[config.mk]
export PLATFORM = sky130hd
export DESIGN_NAME = tone_effect_sequencer_top
export DESIGN_NICKNAME = d
export VERILOG_FILES = /design/src/rtl/tes_pkg.sv /design/src/rtl/tone_effect_sequencer_top.sv
export SDC_FILE = /design/constraint.sdc
export NUM_CORES = 1
export LEC_CHECK = 0
export ABC_AREA = 1
export BUFFER_PORTS_ARGS = -buffer_cell sky130_fd_sc_hd__buf_2
export CAP_MARGIN = 15
export CORE_ASPECT_RATIO = 1.4
export CORE_MARGIN = 2
export CORE_UTILIZATION = 38
export CTS_CLUSTER_DIAMETER = 60
export CTS_CLUSTER_SIZE = 25
export DETAILED_ROUTE_END_ITERATION = 8
export SLEW_MARGIN = 5
export SYNTH_ARGS = -nofsm -noshare
export SYNTH_HDL_FRONTEND = slang
export SYNTH_SLANG_ARGS = --single-unit
[constraint.sdc]
create_clock -name clock -period 3.5 [get_ports clock]
set_input_delay 0.875 -clock clock [delete_from_list [all_inputs] [get_ports clock]]
set_output_delay 0.875 -clock clock [all_outputs]
set_load 0.02 [all_outputs]
[src/rtl/tes_pkg.sv]
// Package for the tone effect sequencer: types, ROM contents and timer constants.
`timescale 1ns / 1ps

package tes_pkg;

   // Field widths
   localparam int HZ_W       = 15;
   localparam int DIVISOR_W  = 16;
   localparam int EFFECT_W   = 3;
   localparam int ENTRY_W    = 10;

   // Effect ROM geometry; the position can reach ROM_DEPTH itself
   localparam int ROM_DEPTH  = 64;
   localparam int ROM_POS_W  = $clog2(ROM_DEPTH + 1);
   localparam int LIST_LEN   = 56;
   localparam int LIST_IDX_W = $clog2(LIST_LEN);

   // Timer input clock and divider geometry
   localparam int PIT_W      = 21;
   localparam logic [PIT_W-1:0] PIT_CLOCK = PIT_W'(1193180);
   localparam int CNT_W      = $clog2(PIT_W);

   // Operation codes
   localparam logic OP_TICK  = 1'b0;
   localparam logic OP_START = 1'b1;

   // Number of defined effects: shoot, hit, collision, explosion, bonus, squeal
   localparam int NUM_EFFECTS = 6;

   typedef enum logic [1:0] {
      ST_IDLE,
      ST_DIVIDE,
      ST_FINISH
   } state_type;

   // Effect frequency lists, each closed by a zero entry
   localparam logic [ENTRY_W-1:0] EFFECT_LIST [LIST_LEN] = '{
      // shoot
      10'd80,  10'd150, 10'd200, 10'd180, 10'd150, 10'd110, 10'd85,  10'd60,  10'd0,
      // hit
      10'd80,  10'd150, 10'd800, 10'd400, 10'd0,
      // collision
      10'd60,  10'd100, 10'd80,  10'd55,  10'd0,
      // explosion
      10'd120, 10'd340, 10'd200, 10'd90,  10'd400, 10'd180, 10'd60,  10'd300,
      10'd220, 10'd100, 10'd360, 10'd140, 10'd80,  10'd260, 10'd0,
      // bonus
      10'd80,  10'd130, 10'd100, 10'd160, 10'd140, 10'd200, 10'd180, 10'd280,
      10'd240, 10'd370, 10'd320, 10'd550, 10'd0,
      // squeal
      10'd650, 10'd700, 10'd700, 10'd700, 10'd700, 10'd700, 10'd710, 10'd720,
      10'd0
   };

   // Head of each effect list
   localparam logic [ROM_POS_W-1:0] EFFECT_START [NUM_EFFECTS] = '{
      ROM_POS_W'(0),  ROM_POS_W'(9),  ROM_POS_W'(14),
      ROM_POS_W'(19), ROM_POS_W'(34), ROM_POS_W'(47)
   };

   // ROM read; entries past the lists, and positions past the ROM, read as zero
   function automatic logic [ENTRY_W-1:0] rom_read(input logic [ROM_POS_W-1:0] pos);
      logic [ENTRY_W-1:0] entry;
      entry = '0;
      if (int'(pos) < LIST_LEN) begin
         entry = EFFECT_LIST[pos[LIST_IDX_W-1:0]];
      end
      return entry;
   endfunction

endpackage

[src/rtl/tone_effect_sequencer_top.sv]
// Tone effect sequencer: effect list stepping and bit-serial timer divisor unit.
`timescale 1ns / 1ps
//
// Usage:
//   The req_ channel carries one item per transfer: a start (req_operation = 1)
//   selects an effect list by req_effect_id, a tick (req_operation = 0) steps
//   the active list or falls back to req_engine_hz. Starts give no result;
//   every tick gives exactly one rsp_ transfer with divisor, load and gate.
//   A tick whose frequency changed to a nonzero value runs the shared restoring
//   divider, one quotient bit per cycle over 21 bits, and then registers its
//   result in the finish step; any other tick goes straight to that step.
//   A start completes in its transfer cycle and the next item is taken at once.
//   req_stall is high while a tick is in progress, so no new item is taken
//   before the last tick has registered its result.
//   The result register parts the channels: a new item is accepted while an
//   earlier result waits under rsp_stall; a finished tick waits in its last
//   step until that register is free.
//   Reset (synchronous, active high) stops any effect, clears the playing
//   frequency and drops rsp_valid.
module tone_effect_sequencer_top (
   input  logic                        clock,
   input  logic                        reset,
   input  logic                        req_valid,
   output logic                        req_stall,
   input  logic                        req_operation,
   input  logic [tes_pkg::EFFECT_W-1:0] req_effect_id,
   input  logic [tes_pkg::HZ_W-1:0]     req_engine_hz,
   output logic                        rsp_valid,
   input  logic                        rsp_stall,
   output logic [tes_pkg::DIVISOR_W-1:0] rsp_divisor,
   output logic                        rsp_load_divisor,
   output logic                        rsp_speaker_on
);
   import tes_pkg::*;

   // Control state
   state_type               state_ff, state_in;
   logic                    active_ff, active_in;
   logic [ROM_POS_W-1:0]    pos_ff, pos_in;
   logic [HZ_W-1:0]         playing_ff, playing_in;
   logic                    rsp_valid_ff, rsp_valid_in;

   // Datapath registers
   logic [HZ_W-1:0]         freq_ff, freq_in;
   logic                    need_div_ff, need_div_in;
   logic                    spk_ff, spk_in;
   logic [HZ_W-1:0]         rem_ff, rem_in;
   logic [PIT_W-1:0]        quot_ff, quot_in;
   logic [CNT_W-1:0]        count_ff, count_in;
   logic [DIVISOR_W-1:0]    divisor_ff, divisor_in;
   logic                    load_ff, load_in;
   logic                    speaker_ff, speaker_in;

   logic                    accept;
   logic                    is_tick;
   logic                    rsp_free;
   logic [ENTRY_W-1:0]      entry;
   logic [HZ_W-1:0]         tick_hz;
   logic [HZ_W:0]           trial;
   logic                    trial_ge;
   logic [DIVISOR_W-1:0]    sat_quot;

   assign accept   = req_valid && !req_stall;
   assign is_tick  = (req_operation == OP_TICK);
   assign rsp_free = !rsp_valid_ff || !rsp_stall;

   // Frequency for this tick: nonzero list entry while an effect plays, else engine
   assign entry   = rom_read(pos_ff);
   assign tick_hz = (active_ff && (entry != '0)) ? HZ_W'(entry) : req_engine_hz;

   // Shared restoring divide step
   assign trial    = {rem_ff, PIT_CLOCK[count_ff]};
   assign trial_ge = (trial >= {1'b0, freq_ff});
   assign sat_quot = (quot_ff[PIT_W-1:DIVISOR_W] != '0) ? '1 : quot_ff[DIVISOR_W-1:0];

   // Next state
   always_comb begin
      state_in = state_ff;
      case (state_ff)
         ST_IDLE: begin
            if (accept && is_tick) begin
               if ((tick_hz != '0) && (tick_hz != playing_ff)) begin
                  state_in = ST_DIVIDE;
               end else begin
                  state_in = ST_FINISH;
               end
            end
         end
         ST_DIVIDE: begin
            if (count_ff == '0) begin
               state_in = ST_FINISH;
            end
         end
         ST_FINISH: begin
            if (rsp_free) begin
               state_in = ST_IDLE;
            end
         end
         default: state_in = ST_IDLE;
      endcase
   end

   // Handshake outputs
   always_comb begin
      req_stall = 1'b1;
      case (state_ff)
         ST_IDLE:   req_stall = 1'b0;
         ST_DIVIDE: req_stall = 1'b1;
         ST_FINISH: req_stall = 1'b1;
         default:   req_stall = 1'b1;
      endcase
   end

   // Effect stepping and playing frequency
   always_comb begin
      active_in   = active_ff;
      pos_in      = pos_ff;
      playing_in  = playing_ff;
      freq_in     = freq_ff;
      need_div_in = need_div_ff;
      spk_in      = spk_ff;
      if (accept) begin
         if (!is_tick) begin
            if (int'(req_effect_id) < NUM_EFFECTS) begin
               active_in = 1'b1;
               pos_in    = EFFECT_START[req_effect_id];
            end
         end else begin
            if (active_ff) begin
               if (int'(pos_ff) < ROM_DEPTH) begin
                  pos_in = pos_ff + ROM_POS_W'(1);
               end
               if (entry == '0) begin
                  active_in = 1'b0;
                  pos_in    = '0;
               end
            end
            freq_in     = tick_hz;
            spk_in      = (tick_hz != '0);
            need_div_in = (tick_hz != '0) && (tick_hz != playing_ff);
            playing_in  = tick_hz;
         end
      end
   end

   // Divider iteration
   always_comb begin
      rem_in   = rem_ff;
      quot_in  = quot_ff;
      count_in = count_ff;
      if (accept && is_tick) begin
         rem_in   = '0;
         quot_in  = '0;
         count_in = CNT_W'(PIT_W - 1);
      end else if (state_ff == ST_DIVIDE) begin
         rem_in   = trial_ge ? HZ_W'(trial - {1'b0, freq_ff}) : trial[HZ_W-1:0];
         quot_in  = {quot_ff[PIT_W-2:0], trial_ge};
         count_in = count_ff - CNT_W'(1);
      end
   end

   // Result register
   always_comb begin
      rsp_valid_in = rsp_valid_ff;
      divisor_in   = divisor_ff;
      load_in      = load_ff;
      speaker_in   = speaker_ff;
      if (rsp_valid_ff && !rsp_stall) begin
         rsp_valid_in = 1'b0;
      end
      if ((state_ff == ST_FINISH) && rsp_free) begin
         rsp_valid_in = 1'b1;
         divisor_in   = need_div_ff ? sat_quot : '0;
         load_in      = need_div_ff;
         speaker_in   = spk_ff;
      end
   end

   // Control registers
   always_ff @(posedge clock) begin
      if (reset) begin
         state_ff     <= ST_IDLE;
         active_ff    <= 1'b0;
         pos_ff       <= '0;
         playing_ff   <= '0;
         rsp_valid_ff <= 1'b0;
      end else begin
         state_ff     <= state_in;
         active_ff    <= active_in;
         pos_ff       <= pos_in;
         playing_ff   <= playing_in;
         rsp_valid_ff <= rsp_valid_in;
      end
   end

   // Payload registers
   always_ff @(posedge clock) begin
      freq_ff     <= freq_in;
      need_div_ff <= need_div_in;
      spk_ff      <= spk_in;
      rem_ff      <= rem_in;
      quot_ff     <= quot_in;
      count_ff    <= count_in;
      divisor_ff  <= divisor_in;
      load_ff     <= load_in;
      speaker_ff  <= speaker_in;
   end

   assign rsp_valid        = rsp_valid_ff;
   assign rsp_divisor      = divisor_ff;
   assign rsp_load_divisor = load_ff;
   assign rsp_speaker_on   = speaker_ff;

endmodule

Yosys cells after proc, flatten, opt, wreduce, memory -nomap -nowiden
Memories as Yosys holds them, arrays and structs flattened. A register that Yosys moved wholly into a read port is not among the register bits.
Index checks and enable logic that the tools add are counted.
{"block": "totals", "ff_bits": 102, "rom_bits": 728, "input_bits": 23, "wordCells": 87, "mem_count": 3}
{"block": "op_classes", "addsub": 3, "order_cmp": 7, "eq_ne": 7, "mux": 28, "bitwise": 3, "n_reduce_logical": 22}
{"name": "(name not given)", "words": 64, "width": 10, "read_ports": 1, "rd_clocked_by_memory_dff": 0, "write_ports": 0, "line": "tes_pkg.sv:66", "rtl": "entry = EFFECT_LIST[pos[LIST_IDX_W-1:0]];"}
{"name": "(name not given)", "words": 8, "width": 7, "read_ports": 1, "rd_clocked_by_memory_dff": 0, "write_ports": 0, "line": "tone_effect_sequencer_top.sv:126", "rtl": "pos_in = EFFECT_START[req_effect_id];"}
{"name": "(name not given)", "words": 32, "width": 1, "read_ports": 1, "rd_clocked_by_memory_dff": 1, "write_ports": 0, "line": "tone_effect_sequencer_top.sv:72", "rtl": "assign trial = {rem_ff, PIT_CLOCK[count_ff]};"}
{"op": "7-bit two-way mux", "n": 7}
{"op": "10-bit two-way mux", "n": 3}
{"op": "15-bit two-way mux", "n": 2}
{"op": "16-bit by 15-bit >= comparator with 1-bit output", "n": 1}
{"op": "16-bit two-way mux", "n": 1}
{"op": "15-bit != test", "n": 1}
{"op": "15-bit nonzero test", "n": 1}
{"op": "15-bit subtractor", "n": 1}
{"op": "10-bit logical NOT", "n": 1}
{"op": "5-bit two-way mux", "n": 2}
{"op": "10-bit nonzero test", "n": 1}
{"op": "1-bit two-way mux", "n": 8}
{"op": "2-bit two-way mux", "n": 4}
{"op": "7-bit by 1-bit adder with 7-bit output, second input constant", "n": 1}
{"op": "7-bit >= comparator, second input constant", "n": 1}
{"op": "7-bit by 6-bit less-than comparator with 1-bit output, second input constant", "n": 1}
{"op": "7-bit less-than comparator, second input constant", "n": 1}
{"op": "6-bit inverter with 7-bit output", "n": 1}
{"op": "1-bit logical AND", "n": 6}
{"op": "5-bit by 6-bit less-than comparator with 1-bit output, second input constant", "n": 1}
{"op": "2-bit one-hot mux with 3 select lines", "n": 1}
{"op": "5-bit logical NOT", "n": 1}
{"op": "5-bit nonzero test", "n": 1}
{"op": "5-bit by 1-bit subtractor with 5-bit output, second input constant", "n": 1}
{"op": "16 further kinds", "n": 21}

Depth between registers and ports, before layout
Gate-level depths: netlist of run 1.
{"block": "logic_depth", "word_depth": 13, "ltp_mapped": 27, "ltp_nobuf": 26}

Worst setup path after synthesis of run 1
Ideal clock, no wire load.
{"block": "synth_timing", "path_kind": "register to register", "from": "register pos_ff[0]", "to": "register need_div_ff, data pin", "setup_time_ps": 255, "arrival_time_ps": 2461, "required_ps": 3245, "path_slack_ps": 784, "path_stages_with_launch": 24, "synth_period_minus_slack_ps": 2716, "path_cell_list": "dfxtp_1 inv_2 ha_1 inv_1 nand2_1 nand3_1 nand2_1 nand3_1 nand2_1 inv_1 nand2_1 nand2_1 nor2_1 nand3_2 buf_4 nand3_1 nand2_1 nand2_1 nand2_1 nor2_1 nand2_1 nor2_1 nand2_1 and2_1"}
{"block": "synth_via", "elab_chain_cells": 10, "word_cells_on_any_way": 12}
{"item": "start, declared", "line": "tone_effect_sequencer_top.sv:39", "rtl": "logic [ROM_POS_W-1:0] pos_ff, pos_in;"}
{"item": "start signal, assigned", "line": "tone_effect_sequencer_top.sv:190", "rtl": "pos_ff <= pos_in;"}
{"item": "6-bit inverter with 7-bit output (not written as such)", "line": "tes_pkg.sv:66"}
{"item": "memory read 64 x 10 bit"}
{"item": "10-bit two-way mux (not written as such) (2 in a row)", "line": "tes_pkg.sv:66"}
{"item": "10-bit two-way mux (*)", "line": "tes_pkg.sv:65", "rtl": "if (int'(pos) < LIST_LEN) begin"}
{"item": "10-bit nonzero test", "line": "tone_effect_sequencer_top.sv:69", "rtl": "assign tick_hz = (active_ff && (entry != '0)) ? HZ_W'(entry) : req_engine_hz;"}
{"item": "1-bit logical AND", "line": "tone_effect_sequencer_top.sv:69"}
{"item": "15-bit two-way mux (*)", "line": "tone_effect_sequencer_top.sv:69"}
{"item": "15-bit != test / 15-bit nonzero test (equally long branches)", "line": "tone_effect_sequencer_top.sv:140", "rtl": "need_div_in = (tick_hz != '0) && (tick_hz != playing_ff);"}
{"item": "1-bit logical AND (*)", "line": "tone_effect_sequencer_top.sv:140"}
{"item": "end signal, assigned", "line": "tone_effect_sequencer_top.sv:199", "rtl": "need_div_ff <= need_div_in;"}
{"item": "end, declared", "line": "tone_effect_sequencer_top.sv:45", "rtl": "logic need_div_ff, need_div_in;"}
Mark *: on every way between the ends. The rest lies on a longest branch, timed or not. The select of a mux whose other input is x is not followed.
A chain may end at the register's enable or synchronous reset.

Final worst setup path of run 1
{"block": "layout_timing", "from": "register pos_ff[0]", "to": "register state_ff[1]"}
{"block": "layout_via", "elab_chain_cells": 13, "word_cells_on_any_way": 15}
{"item": "6-bit inverter with 7-bit output (not written as such)", "line": "tes_pkg.sv:66"}
{"item": "memory read 64 x 10 bit"}
{"item": "10-bit two-way mux (not written as such) (2 in a row)", "line": "tes_pkg.sv:66"}
{"item": "10-bit two-way mux (*)", "line": "tes_pkg.sv:65"}
{"item": "10-bit nonzero test", "line": "tone_effect_sequencer_top.sv:69"}
{"item": "1-bit logical AND", "line": "tone_effect_sequencer_top.sv:69"}
{"item": "15-bit two-way mux (*)", "line": "tone_effect_sequencer_top.sv:69"}
{"item": "named net tick_hz[6]", "line": "tone_effect_sequencer_top.sv:58", "rtl": "logic [HZ_W-1:0] tick_hz;"}
{"item": "15-bit != test / 15-bit nonzero test (equally long branches)", "line": "tone_effect_sequencer_top.sv:82", "rtl": "if ((tick_hz != '0) && (tick_hz != playing_ff)) begin"}
{"item": "1-bit logical AND (*)", "line": "tone_effect_sequencer_top.sv:82"}
{"item": "2-bit two-way mux (*)", "line": "tone_effect_sequencer_top.sv:82"}
{"item": "2-bit two-way mux (*)", "line": "tone_effect_sequencer_top.sv:81", "rtl": "if (accept && is_tick) begin"}
{"item": "2-bit one-hot mux with 3 select lines (*)", "line": "tone_effect_sequencer_top.sv:79", "rtl": "case (state_ff)"}
{"item": "end signal, assigned", "line": "tone_effect_sequencer_top.sv:188", "rtl": "state_ff <= state_in;"}
{"item": "end, declared", "line": "tone_effect_sequencer_top.sv:37", "rtl": "state_type state_ff, state_in;"}
Mark *: on every way through the listed nets, which the timed path passes. The rest lies on a longest branch. The select of a mux whose other input is x is not followed.

==> results.md, run 1 <==
Power:
- Summed over all cells, the static leakage comes to 3.569 nW.
- The power per cell area is 520.0 nW/um2.
- The worst-case IR drop observed on VDD is 0.2218 mV.
- The total power of the final layout is 3.720 mW.

Synth:
- The mux cell area share after synthesis is 0.
- The area share of fa/ha/maj cells after synthesis is 0.05557.
- Yosys mapped a number of flops with a built-in enable equal to 35.
- The predominant post-synthesis flop cell is dfxtp_1.
- The synthesized area divided by synthesized cell count is 6.873 um2.
- Yosys printed 0 warnings.
- Of the total synthesized cell area, the portion taken by AND, OR, NAND and NOR gates is 0.2774.
- The synthesized netlist occupies a cell area of 6440 um2.
- The xor/xnor cell area share of the yosys netlist is 0.01496.
- Counting every instance in the synthesized netlist gives 937.
- The compound-gate portion of the synthesized area is 0.1461.
- The synthesized flop and latch total is 103.
- The dominant combinational cell family by area after synthesis is simple AND/OR/NAND/NOR gates.
- The number of different library cells used by synthesis comes to 47.
- In the synthesized netlist the async set-or-reset flop fraction comes to 0.
- Synthesis produced a netlist with a net count of 988.
- For this run, the register share of the synthesized area comes to 0.3746.

Timing:
- The portion of the clock cycle consumed by the worst path in the final layout is 0.9047.
- The routed design could run at a clock period as short as 3166 ps.
- Setup repair after global routing left no endpoint under its margin.
- The count of endpoints failing hold in the final timing report is 0.
- The actual transition at the worst max-transition pin is 988.0 ps.
- Setup violations remaining at the end of the flow were counted as 0.
- The top achievable clock speed is 0.3158 GHz.
- The largest clock skew in the final design is 11.62 ps.
- In this run the tightest slew margin relative to its limit is 0.3413.
- The final-report max-slew violation count is 0.
- The post-route setup TNS is 0 ps.

Finish:
- In the final design database the tool counted 1015 nets.
- The repair_antennas step left the layout with diodes totalling 0.
- The sequential standard cell area is 2416 um2.
- The finished layout cell area is 7153 um2.
- The most frequent standard cell in the layout excluding fill and tap cells is nand2_1.
- The area of the multi-input gates is 3226 um2.
- Of the cells placed in the final design, the portion with a size suffix greater than 1 is 0.1125.
- The filler cells instantiated in the layout total 1779.
- The synthesis-to-finish area growth is 11.07%.
- The library cells used most frequently in the layout, excluding fill and tap cells, are nand2_1, inv_1, a21oi_1, nand3_1, o21ai_0.
- After the flow finishes, the layout carries non-filler instances totaling 1172.

Worst setup path:
- The data arrival time of the critical path is 3470 ps.
- The launch point of the worst path is pos_ff[0].
- The startpoint identified for the worst register-to-register timing path is pos_ff[0].
- The critical setup path kind is reg -> reg.
- The maximum fanout along the worst path is 11.
- The worst setup path is captured at a register.
- For the worst setup path, the data required time is 3810 ps.
- The type of element launching the critical path is a register.

Detailed routing:
- The number of nets with antenna violations after detailed routing is 0.
- The routed length per instance is 12.92 um.
- Using the TritonRoute via totals, the vias-per-cell ratio works out to 4.906.
- The number of violations reported at the end of detailed-routing iteration 0 is 314.
- In the final routing, the length of wire on met1 measures 6.454 mm.
- The first detailed-routing pass ran for 4 iterations.
- The routed design has 15.14 mm of wire.
- The DRC violation count after routing is 0.
- The met3 wire length is 456 um.
- The total number of vias is 5750.
- Wire segments on met2 add up to 7.941 mm in the final route.
- The highest layer used for signal routing is met4.

Global route:
- The initial antenna violation count is 0.
- The global-route usage over all layers is 0.1736.
- Entering global routing, the biggest net connects 47 pins.
- The total congestion overflow after global routing is 0.
- The first global-routing pass estimated 25.43 mm of wire.
- The number of global-route vias before repair is 5410.

Clock network:
- The clock passes through at most 2 buffers.
- Clock-pin slew was measured on the worst setup and hold paths at 90 ps.
- The CTS buffer count is 9.
- The clock tree from TritonCTS is built.
- The post-CTS setup-driven buffer insertion count is 0.
- In this run the clock root is driven by a clkbuf_16.
- For the worst-skew pair, the clock arrives at the later sink with an insertion delay of 350 ps.
- Clock tree synthesis found a total of 103 sinks.
- CTS built an H-tree with a depth of 3.

Worst hold path:
- The path type of the worst min-delay path is reg -> reg.
- The startpoint identified for the worst hold timing path is spk_ff.

Floorplanning:
- During I/O placement, the number of pins put on the boundary was 43.
- The die covers 18020 um2.
- The core region is 16680 um2.
- The width of the die is 114.0 um.
- The overall die height is 158.0 um.
- The starting density of the core is 0.3862.
- The floorplan has 56 rows.

Placement:
- The instance area after placement is 6803 um2.
- The count of buffers added on input and output ports is 42.
- The HPWL after detailed placement is 11.15 mm.
- The routability congestion estimate is 0.9187.
- Counting tap cells, the placed design contains a total of 1155 instances.

Run:
- The number of violations of the max-capacitance limit is 0.

Status:
- The flow ran to the end, and the final reports show no timing, DRC or antenna violations.
[cell families after synthesis]
family | after synthesis
adders and majority gates | 28
buffers and inverters | 205
xor gates and xnor gates | 11
and+or+nand+nor | 411
AOI/OAI and AO/OA | 179
DFF | 103
[metrics by stage]
| step | hold slack (ps) | util | setup WS, ps |
|---|---|---|---|
| final | 439.1 | 0.4289 | 333.7 |
| after global routing | 440.0 | 0.4289 | 13.92 |
| after CTS | 448.1 | 0.4269 | 134.9 |
| after detailed placement | 430.4 | 0.4079 | 174.0 |
| after global placement | 427.7 | 0.4079 | 185.2 |
| after floorplan | 400.3 | - | 784.0 |
[worst paths after layout]
check,to,slack [ps],cells after the start
setup / recovery,state_ff[1],330,22
hold / removal,rsp_speaker_on,440,0
setup reg to reg,state_ff[1],330,22
hold reg to reg,rsp_speaker_on,440,0
[state kept, by name, indices dropped and copies added (netlist names)]
register,count
playing_ff,15
rsp_speaker_on,1
active_ff,1
trial,1
freq_ff,15
spk_ff,1
rsp_valid,1
state_ff,2
pos_ff,7
need_div_ff,1
rem_ff,15
count_ff,5
quot_ff,21
rsp_divisor,16
rsp_load_divisor,1
[synth_stat cells, types with 7 or more instances]
master	n	area, um2
ha_1	27	337.8
nand2_1	243	912.1
a21oi_1	87	435.4
edfxtp_1	35	1051
nand4_1	7	43.79
inv_1	153	574.3
nand2_2	7	43.79
buf_4	7	52.55
dfxtp_1	68	1361
nand3_1	80	400.4
o21ai_0	71	355.3
buf_2	8	40.04
nor2_1	47	176.4
clkbuf_1	22	82.58
[repair_timing]
| action | CTS | global route |
|---|---|---|
| endpoints found under the setup margin | 0 | 4 |
| hold buffers | 0 | 0 |
| gates resized for setup | 0 | 5 |
[critical path, cell delays in order, from the launching register on]
cell      delay, ps
dfxtp_1         420
inv_2           120
ha_2            400
inv_1            90
nand2_1          90
nand3_1          70
nand2_1          90
nand3_1          70
nand2_1          60
inv_1            40
nand2_1          70
nand2_1          50
nor2_1          170
nand3_4         170
buf_4           230
nand3b_2        100
nand2_2          90
nor3_1          240
nand3_1         130
buf_4           170
nand3_2         100
nand3_2          70
inv_2            50
[report_power, final]
group / leakage, nW / switching [mW] / internal [mW] / total, mW
clock network: 0.152 / 0.522 / 0.519 / 1.04
registers: 0.877 / 0.0999 / 1.38 / 1.48
logic: 2.54 / 0.759 / 0.444 / 1.20
total: 3.57 / 1.38 / 2.34 / 3.72
[metal layers]
layer,track usage,up-vias
li1,-,3052
met1,0.2027,2560
met2,0.3251,115
met3,0.02603,23
met4,0.05110,0
met5,0,-
[final cells by class]
class | instances | share of cell area
multi-input cells | 630 | 0.4509
flip-flops and latches | 103 | 0.3378
inverters | 162 | 0.08536
repair buffers | 58 | 0.04618
well taps | 203 | 0.03551
clock buffers | 9 | 0.03149
clock inverters | 7 | 0.01277
Note: power is estimated with default switching activity, not from simulation.
==> run 2: changes to the inputs <==
CTS_BUF_LIST = sky130_fd_sc_hd__clkbuf_4 sky130_fd_sc_hd__clkbuf_8   (was not set)
==> run 2 against run 1 <==
  * Final area fell by 1.4%
  * Clock skew rose by 6.9 ps
  * Flip-flop and latch count did not move
  * Hold slack improved by 7.8 ps
  * Critical path depth did not move
  * Sequential power barely moved
  * Largest power group unchanged
==> results.md, run 2 (same netlist as run 1, synthesis figures left out) <==
Global route:
- The number of global-route vias before repair was 5423 (was 5410).
- The first-pass GRT wire length is 25.40 mm (was 25.43 mm).
- The global-route usage over all layers is 0.1741 (was 0.1736).
- The maximum number of pins on one net before global-route repair is 47 (unchanged).
- The initial antenna violation count was 0 (unchanged).
- The total congestion overflow after global routing is 0 (unchanged).

Timing:
- The top achievable clock speed is 0.3137 GHz (was 0.3158 GHz).
- Unrepaired setup endpoints after global routing: no (unchanged).
- The largest clock skew in the final design is 18.52 ps (was 11.62 ps).
- The max-slew headroom at the worst pin is 0.3314 (was 0.3413).
- The actual transition at the worst max-transition pin came to 1003 ps (was 988.0 ps).
- The count of endpoints failing hold in the final timing report is 0 (unchanged).
- The worst-case hold slack is 446.9 ps (was 439.1 ps).
- The final critical path time including I/O delays and setup is 3188 ps (was 3166 ps).
- The final number of setup-violating endpoints is 0 (unchanged).
- The portion of the clock cycle consumed by the worst path in the final layout is 0.9108 (was 0.9047).
- The post-route setup TNS came to 0 ps (unchanged).
- The final-report max-slew violation count is 0 (unchanged).

Finish:
- The most frequent standard cell in the layout excluding fill and tap cells is nand2_1 (unchanged).
- The register containing the most flip-flops in the final layout is quot_ff (unchanged).
- The finished layout cell area is 7052 um2 (was 7153 um2).
- The share of post-route cells with drive strength above 1 is 0.1125 (unchanged).
- The final cell count without fillers is 1172 (unchanged).
- The number of diodes added for antenna fixing was 0 (unchanged).
- The number of nets in the layout was 1015 (unchanged).
- The flip-flop count of the largest register, all copies and words added came to 21 (unchanged).
- The synthesis-to-finish area growth is 9.501% (was 11.07%).
- Commonest non-fill, non-tap cells in the layout: nand2_1, inv_1, a21oi_1, nand3_1, o21ai_0 (unchanged).

Power:
- The maximum vdd ir drop is 0.2010 mV (was 0.2218 mV).
- The design internal power is 2.114 mW (was 2.339 mW).
- The power per cell area was 492.0 nW/um2 (was 520.0 nW/um2).
- The combinational group share of total power is 0.346 (was 0.323).
- The part of the power in registers is 0.426 (was 0.397).
- The leakage power was 3.523 nW (was 3.569 nW).
- The total power of the final layout is 3.470 mW (was 3.720 mW).
- The net switching fraction of the power came to 0.3906 (was 0.3711).
- The relative contribution of the clock network to total power came to 0.228 (was 0.280).
- The net switching component of the power came to 1.355 mW (was 1.381 mW).

Detailed routing:
- The routed length per instance was 12.91 um (was 12.92 um).
- The DRC violation count after routing was 0 (unchanged).
- The number of search-and-repair iterations in the first detailed-routing pass is 5 (was 4).
- The overall routed net length is 15.14 mm (about the same).
- The number of nets with antenna violations after detailed routing is 0 (unchanged).
- The number of violations reported at the end of detailed-routing iteration 0 is 354 (was 314).
- The total number of vias is 5775 (was 5750).
- The detail-routed via count per cell came to 4.927 (was 4.906).

Worst setup path:
- The maximum fanout along the worst path is 11 (unchanged).
- The cell class contributing the biggest share of worst-path delay is simple AND/OR/NAND/NOR gates (unchanged).
- The category of the worst setup path capture point is a register (unchanged).
- The buffering stage count on the worst path with inverters included was 6 (unchanged).
- The critical path's most frequent cell is nand2_1 (unchanged).
- The required time of the critical path is 3850 ps (was 3810 ps).
- Cells traversed along the worst timing path: inv_2 -> ha_2 -> inv_1 -> nand2_1 -> nand3_1 -> nand2_1 -> nand3_1 -> nand2_1 -> inv_1 -> nand2_1 -> nand2_1 -> nor2_1 -> nand3_4 -> buf_4 -> nand3b_2 -> nand2_2 -> nor3_1 -> nand3_1 -> buf_4 -> nand3_2 -> nand3_2 -> inv_2 (unchanged).
- The critical setup path kind is reg -> reg (unchanged).
- The largest stage delay on the critical path came to 440 ps (was 420 ps).
- The data arrival time of the critical path is 3540 ps (was 3470 ps).
- The type of element launching the critical path is a register (unchanged).
- The highest-delay cell along the critical path is dfxtp_1 (unchanged).
- The worst-case register-to-register setup slack is 310 ps (was 330 ps).

Clock network:
- The clock tree from TritonCTS is built (unchanged).
- The post-CTS setup-driven buffer insertion count is 0 (unchanged).
- The number of clock sinks is 103 (unchanged).
- The root buffer cell is clkbuf_8 (was clkbuf_16).
- The H-tree depth reported by CTS came to 3 (unchanged).
- The number of buffers inserted by hold repair at cts is 0 (unchanged).
- The maximum root-to-sink buffer count is 2 (unchanged).
- The clock edge transition at the registers on the reported setup and hold paths is 120 ps (was 90 ps).
- The clock latency on the worst-skew pair came to 390 ps (was 350 ps).
- The CTS buffer count is 9 (unchanged).

Placement:
- The instance area after placement is 6803 um2 (unchanged).
- The final HPWL from detailed placement is 11.15 mm (unchanged).
- The total of buffers placed on input and output ports is 42 (unchanged).
- The cell count after placement is 1155 (unchanged).
- The routability congestion estimate came to 0.9187 (unchanged).

Floorplanning:
- The starting density of the core is 0.3862 (unchanged).
- The placeable core region is 16680 um2 (unchanged).
- The number of placement rows came to 56 (unchanged).
- The number of I/O pins is 43 (unchanged).
- The width of the die came to 114.0 um (unchanged).
- The overall die height came to 158.0 um (unchanged).
- The die outline area is 18020 um2 (unchanged).

Worst hold path:
- The path type of the worst min-delay path is reg -> reg (unchanged).

Run:
- The number of violations of the max-capacitance limit was 0 (unchanged).

Status:
- Status: finished, final reports clean (unchanged).
-- run 2: layout make-up --
class                      count  area [um2]
sequential                   103        2416
fill                        1794        9624
tap                          203       254.0
clock inverter                 7       91.34
clock buffer                   9       123.9
timing repair buffer          58       330.3
inverter                     162       610.6
multi-input combinational    630        3226
-- run 2: stage by stage --
stage | util | worst slack [ps]
4_1_cts | 0.4208 | 119.5
5_1_grt | 0.4229 | 0.9479
3_3_place_gp | 0.4079 | 185.2
6_report | 0.4229 | 312.3
2_1_floorplan | - | 784.0
3_5_place_dp | 0.4079 | 174.0
-- run 2: what timing repair did --
action / 4_1_cts / 5_1_grt
endpoints found under the setup margin: 0 / 4
endpoints found under the hold margin: 0 / 0
resized for setup: 0 / 5
-- run 2: path summary, 6_finish.rpt --
path                            startpoint              to  cells past startpoint
worst max-delay path             pos_ff[0]     state_ff[1]                     22
worst min-delay path                spk_ff  rsp_speaker_on                      0
worst max register to register   pos_ff[0]     state_ff[1]                     22
worst min register to register      spk_ff  rsp_speaker_on                      0
-- run 2: per-layer routing --
layer  vias to the layer above  GRT usage  share of wire
met5                         -          0              0
met4                         0    0.06330          0.021
met3                        26    0.02029          0.029
met2                       110     0.3254           0.53
met1                      2587     0.2024           0.42
li1                       3052          -              -
-- run 2: power groups by stage --
| stage | Combinational [mW] | Sequential (mW) | Clock [mW] |
|---|---|---|---|
| finish | 1.20 | 1.48 | 0.791 |
| floorplan | 0.953 | 1.47 | 0 |
| global placement | 1.18 | 1.50 | 0 |
| CTS | 1.20 | 1.47 | 0.820 |
| global route | 1.38 | 1.50 | 0.866 |
| detailed placement | 1.19 | 1.50 | 0 |
